[src/hdl/tsag_div.sv]
// Pipelined restoring divider, one quotient bit per stage, with sideband.
// No package dependencies.
`timescale 1ns / 1ps
`default_nettype none
module tsag_div #(
  parameter int W  = 31,
  parameter int DW = 16,
  parameter int SW = 8
) (
  input  wire logic          clk,
  input  wire logic          rst_n,
  input  wire logic          en,
  input  wire logic          in_valid,
  input  wire logic [W-1:0]  dividend,
  input  wire logic [DW-1:0] divisor,
  input  wire logic [SW-1:0] side_in,
  output logic               out_valid,
  output logic [W-1:0]       quot,
  output logic [DW-1:0]      rem,
  output logic [SW-1:0]      side_out
);
  logic          v_r  [0:W];
  logic [W-1:0]  dq_r [0:W];
  logic [DW-1:0] r_r  [0:W];
  logic [SW-1:0] sd_r [0:W];

  always_comb begin
    v_r[0]  = in_valid;
    dq_r[0] = dividend;
    r_r[0]  = '0;
    sd_r[0] = side_in;
  end

  for (genvar k = 0; k < W; k++) begin : g_step
    logic [DW:0] rr;
    logic        ge;
    logic [DW:0] rn;
    always_comb begin
      rr = {r_r[k], dq_r[k][W-1]};
      ge = rr >= {1'b0, divisor};
      rn = ge ? rr - {1'b0, divisor} : rr;
    end
    always_ff @(posedge clk) begin
      if (!rst_n) begin
        v_r[k+1] <= 1'b0;
      end else if (en) begin
        v_r[k+1] <= v_r[k];
      end
      if (en) begin
        r_r[k+1]  <= rn[DW-1:0];
        dq_r[k+1] <= {dq_r[k][W-2:0], ge};
        sd_r[k+1] <= sd_r[k];
      end
    end
  end

  assign out_valid = v_r[W];
  assign quot      = dq_r[W];
  assign rem       = r_r[W];
  assign side_out  = sd_r[W];
endmodule
`default_nettype wire

[config.mk]
export PLATFORM = sky130hd
export DESIGN_NAME = tsag_div
export DESIGN_NICKNAME = d
export VERILOG_FILES = /design/src/hdl/tsag_div.sv
export SDC_FILE = /design/constraint.sdc
export NUM_CORES = 2
export LEC_CHECK = 0
export BUFFER_PORTS_ARGS = -buffer_cell sky130_fd_sc_hd__clkbuf_2
export CAP_MARGIN = 20
export CORE_UTILIZATION = 63
export CTS_CLUSTER_DIAMETER = 50
export CTS_CLUSTER_SIZE = 25
export DETAILED_ROUTE_END_ITERATION = 12
export GPL_TIMING_DRIVEN = 0
export HOLD_SLACK_MARGIN = 0.05
export PLACE_DENSITY = 0.8
export SKIP_CTS_REPAIR_TIMING = 1
export SLEW_MARGIN = 20
export SYNTH_ARGS = -nofsm -noshare
export SYNTH_HDL_FRONTEND = slang
export SYNTH_SLANG_ARGS = --single-unit
[constraint.sdc]
create_clock -name clk -period 5.1 [get_ports clk]
set_clock_uncertainty 0.1 [all_clocks]
set_input_delay 1.02 -clock clk [delete_from_list [all_inputs] [get_ports clk]]
set_output_delay 1.02 -clock clk [all_outputs]
set_load 0.005 [all_outputs]
---- After elaboration in Yosys (flattened, before gate mapping) ----
Index checks and enable logic that the tools add are counted.
storage, ports and cells
  bits in registers ....................... 1736
  output and inout port bits .............. 56
cells by class
  $add $sub $neg .......................... 31
  $lt $le $gt $ge ......................... 31
  muxes and demuxes ....................... 31
operators with widths
  operator          count
  $ge A17 B16 Y1    30
  $mux W16          30
  $sub A16 B16 Y16  30
  $ge A1 B16 Y1     1
  $sub A1 B16 Y16   1
  $mux W1           1

---- Logic depth before layout (Yosys ltp) ----
  depth after elaboration ................. 2
  depth in mapped cells ................... 14

---- Worst setup path before layout ----
No wires, ideal clock.
  kind .................................... input -> register
  start ................................... input port divisor[1]
  end ..................................... register r_r, in the netlist g_step[12].rr[10] (data pin)
  setup time .............................. 0.260 ns
  arrival time ............................ 4.345 ns
  path slack .............................. 0.394 ns
  stages on the path ...................... 13
  cells stage by stage .................... clkbuf_1 > inv_1 > ha_1 > nor2b_1 > o31a_1 > o41a_1 > a211oi_4 > a21oi_2 > nor2b_2 > o21ai_2 > a211oi_4 > buf_6 > mux2_4
between the ends
  longest elaborated chain between the ends .. 2
RTL lines
  what                                                RTL line  text
  start, declared                                     15        input wire logic [DW-1:0] divisor,
  $sub A16 B16 Y16 or $ge A17 B16 Y1 (tied branches)  41, 40
  $mux W16 (*)                                        41        rn = ge ? rr - {1'b0, divisor} : rr;
  net g_step[11].rn[9]                                37        logic [DW:0] rn;
  end signal, assigned by index                       50        r_r[k+1] <= rn[DW-1:0];
  end, declared                                       24        logic [DW-1:0] r_r [0:W];
Mark *: on every way through the listed nets, which the timed path passes. The rest lies on a longest branch.
A chain may end at the register's enable or synchronous reset.

---- Worst setup path in the final report ----
  start ................................... input port divisor[1]
  end ..................................... register r_r, in the netlist rem[8] (data pin)
between the ends
  longest elaborated chain between the ends .. 2
RTL lines
  what                                                RTL line
  $sub A16 B16 Y16 or $ge A17 B16 Y1 (tied branches)  41, 40
  $mux W16 (*)                                        41
  net g_step[30].rn[8]                                37
Marks and branches as above.

==> results.yml <==
critical_path:
  path_cells: "buf_6, clkbuf_1, inv_4, ha_1, nor2b_1, o21a_1, o21ai_0, a21o_1, a41o_1, o21ai_1, a31o_2, a211oi_4, buf_4, mux2_2"
  crit_fanout: 32
  worstPathArrival_ps: 5330
  cpMaxStageDelayCell: "a211oi_4"
  required_ps: 5540
  max_stage_delay_ps: 550
  start_kind: "input pin"
  end_kind: "flop"
  worstSetupPathType: "in2reg"
die:
  placementRows: 129
  dieArea_um2: 127600
  ios: 115
  die_w_um: 357.2
  core-area_um2: 124400
  start_util_pct: 63.88
  die_y_um: 357.2
timing:
  period_minus_slack_ps: 4896
  rsz0062_at_grt: "false"
  fmax_ghz: 0.2042
  tns_ps: 0
  finalMaxSlewViolations: 0
  finalHoldViolCount: 0
  finalSetupViolations: 0
  slew_headroom_pct: 47.70
  holdWs_ps: 289.7
  worstMarginPinSlew_ps: 764.7
  min_period_over_period_pct: 96.00
grt:
  grt_usage_pct: 22.14
  grt_overflow: 0
  grt_pass1_vias: 43412
  grt_max_degree: 107
  grt_pass1_wl_um: 222500
  grt_antenna_before_repair: 0
place:
  place_hpwl_um: 91580
  dp.cells: 7180
  gp_congestion: 0.8931
  port_buffers: 113
synth:
  synthTopCellsByCount: "edfxtp_1 (1705), ha_1 (482), mux2_2 (327), a21oi_1 (299), nor2_1 (294)"
  netlist_instances: 5401
  yosys-top-cells-area: "edfxtp_1 (64%), ha_1 (7.6%), mux2_2 (4.6%), xnor2_1 (2.6%), a21oi_1 (1.9%)"
  syn_avg_cell_area_um2: 14.72
  synth_area_um2: 79490
  synth.most_common_cell: "edfxtp_1"
  ys_types: 82
  synth_top_area_share_pct: 64.41
  synth-seq-area-share_pct: 65.19
  yosys_warnings: 0
  synth-edff-count: 1705
  async_flop_share_pct: 0
  ys_ff_latch: 1736
  ys.flop_type: "edfxtp_1"
  syn-num-nets: 5972
  yosys.area.top_type: "edfxtp_1"
drt:
  dr.pass1.iters: 6
  drt_wl_total_um: 140100
  drt_iter0_markers: 3628
  drc: 0
  vias: 44065
  avgRoutedWirePerCell_um: 18.77
  vias_per_cell: 5.903
  ant_nets: 0
power:
  clockPowerShare_pct: 22.7
  p_sw_w: 0.01744
  p_seq_share_pct: 39.8
  power.leakage_nw: 33.39
  p_sw_share_pct: 32.92
  power.density_nw_per_um2: 600.1
  intPower_w: 0.03554
  ir_drop_uv: 361.9
  fin_total_pwr_w: 0.05298
  power_frac_comb_pct: 37.5
cts:
  clkTransAtPathRegs_ps: 80
  cts.sink_count: 1736
  clk_path_buf_depth: 3
  clk-insertion-delay-late_ps: 800
  cts_tree: "yes"
  cts-root-buf: "clkbuf_16"
  cts_inserted_buffers: 153
  cts.htree.levels: 4
finish:
  final_cells: 7465
  final_util_pct: 70.95
  n_antenna_cell: 0
  final_nets: 6269
  fill_cells: 8116
  layout-drive-gt1-share_pct: 15.22
  area_delta_synth_final_pct: 11.07
run:
  drv_cap: 0
min_path:
  hold_class: "in2reg"
status:
  status: "finished, final reports clean"
==> per-layer routing <==
| metal | vias up | global-route usage [%] | part of all wire [%] |
|---|---|---|---|
| met1 | 21257 | 29.91 | 43 |
| met4 | 0 | 7.692 | 2.8 |
| met3 | 289 | 3.291 | 5.2 |
| li1 | 21370 | - | - |
| met2 | 1149 | 36.90 | 49 |
| met5 | - | 0 | 0 |
==> sequential cells by signal, indices dropped and copies added, names as in the netlist <==
register and flops:
dq_r 930, g_step.rr 480, out_valid 1, quot 31, rem 16, sd_r 240, side_out 8, v_r 30
==> through the flow <==
| stage | setup slack (ps) | instance area, um^2 |
|---|---|---|
| finish | 203.9 | 88300 |
| global route | 40.29 | 88300 |
| CTS | 73.75 | 88280 |
| detailed placement | -760.8 | 82910 |
| global placement | -25940 | 82110 |
| floorplan | 394.3 | 79490 |
==> final cells by class <==
cell class,instances,area (um^2),share of cell area [%]
Clock inverter,126,1528,1.730
Multi-Input combinational cell,3362,26310,29.80
Timing Repair Buffer,142,1336,1.513
Tap cell,1637,2048,2.320
Sequential cell,1736,51820,58.69
Buffer,107,643.1,0.7284
Inverter,196,758.2,0.8587
Clock buffer,159,3851,4.362
==> cells by family (layout without fill, tap and decap cells) <==
kind of cell,count (synthesis),in the layout,share of synthesized area [%]
DFF,1736,1736,65.19
AOI/OAI and AO/OA,1025,1025,8.350
and+or+nand+nor,1039,1039,6.463
xor gates and xnor gates,360,360,3.966
adders and majority gates,512,512,8.342
buffers and inverters,303,730,1.735
muxes,426,426,5.956
==> cells in the final DEF, fill, tap and decap left out, types with 51 or more instances in the layout <==
master	count
nor2b_1	111
nand4_1	65
edfxtp_1	1705
a21oi_1	298
o21a_1	51
nand2_1	214
nor2_1	294
nand3_1	68
mux2_2	327
xor2_1	121
nand2b_1	63
inv_1	180
mux2i_1	86
clkbuf_2	110
a21o_1	141
o21ai_0	216
ha_1	482
xnor2_1	239
nor3_1	71
clkbuf_16	153
==> critical path, delay by kind of cell <==
family	cells	cell delay, ps
simple gates	1	150
fa+ha+maj	1	460
buf+inv	4	1410
mux	1	390
compound gates	7	1820
==> final timing paths <==
| path | to | startpoint | slack [ps] | depth (start not counted) |
|---|---|---|---|---|
| hold / removal | dq_r[939]$_DFFE_PP_ | dividend[8] | 290 | 1 |
| hold reg to reg | dq_r[377]$_DFFE_PP_ | dq_r[407]$_DFFE_PP_ | 300 | 0 |
| setup reg to reg | rem[8]$_DFFE_PP_ | g_step[30].rr[6]$_DFFE_PP_ | 1280 | 9 |
| setup / recovery | rem[8]$_DFFE_PP_ | divisor[1] | 200 | 14 |
==> power by group through the flow <==
stage | combinational, W | sequential, W | clock, W
after floorplan | 0.0155 | 0.0208 | 0
after global placement | 0.0188 | 0.0222 | 0
after detailed placement | 0.0195 | 0.0214 | 0
after CTS | 0.0197 | 0.0211 | 0.0123
after global routing | 0.0219 | 0.0214 | 0.0128
final | 0.0199 | 0.0211 | 0.0120
(Power assumes the default switching activity.)
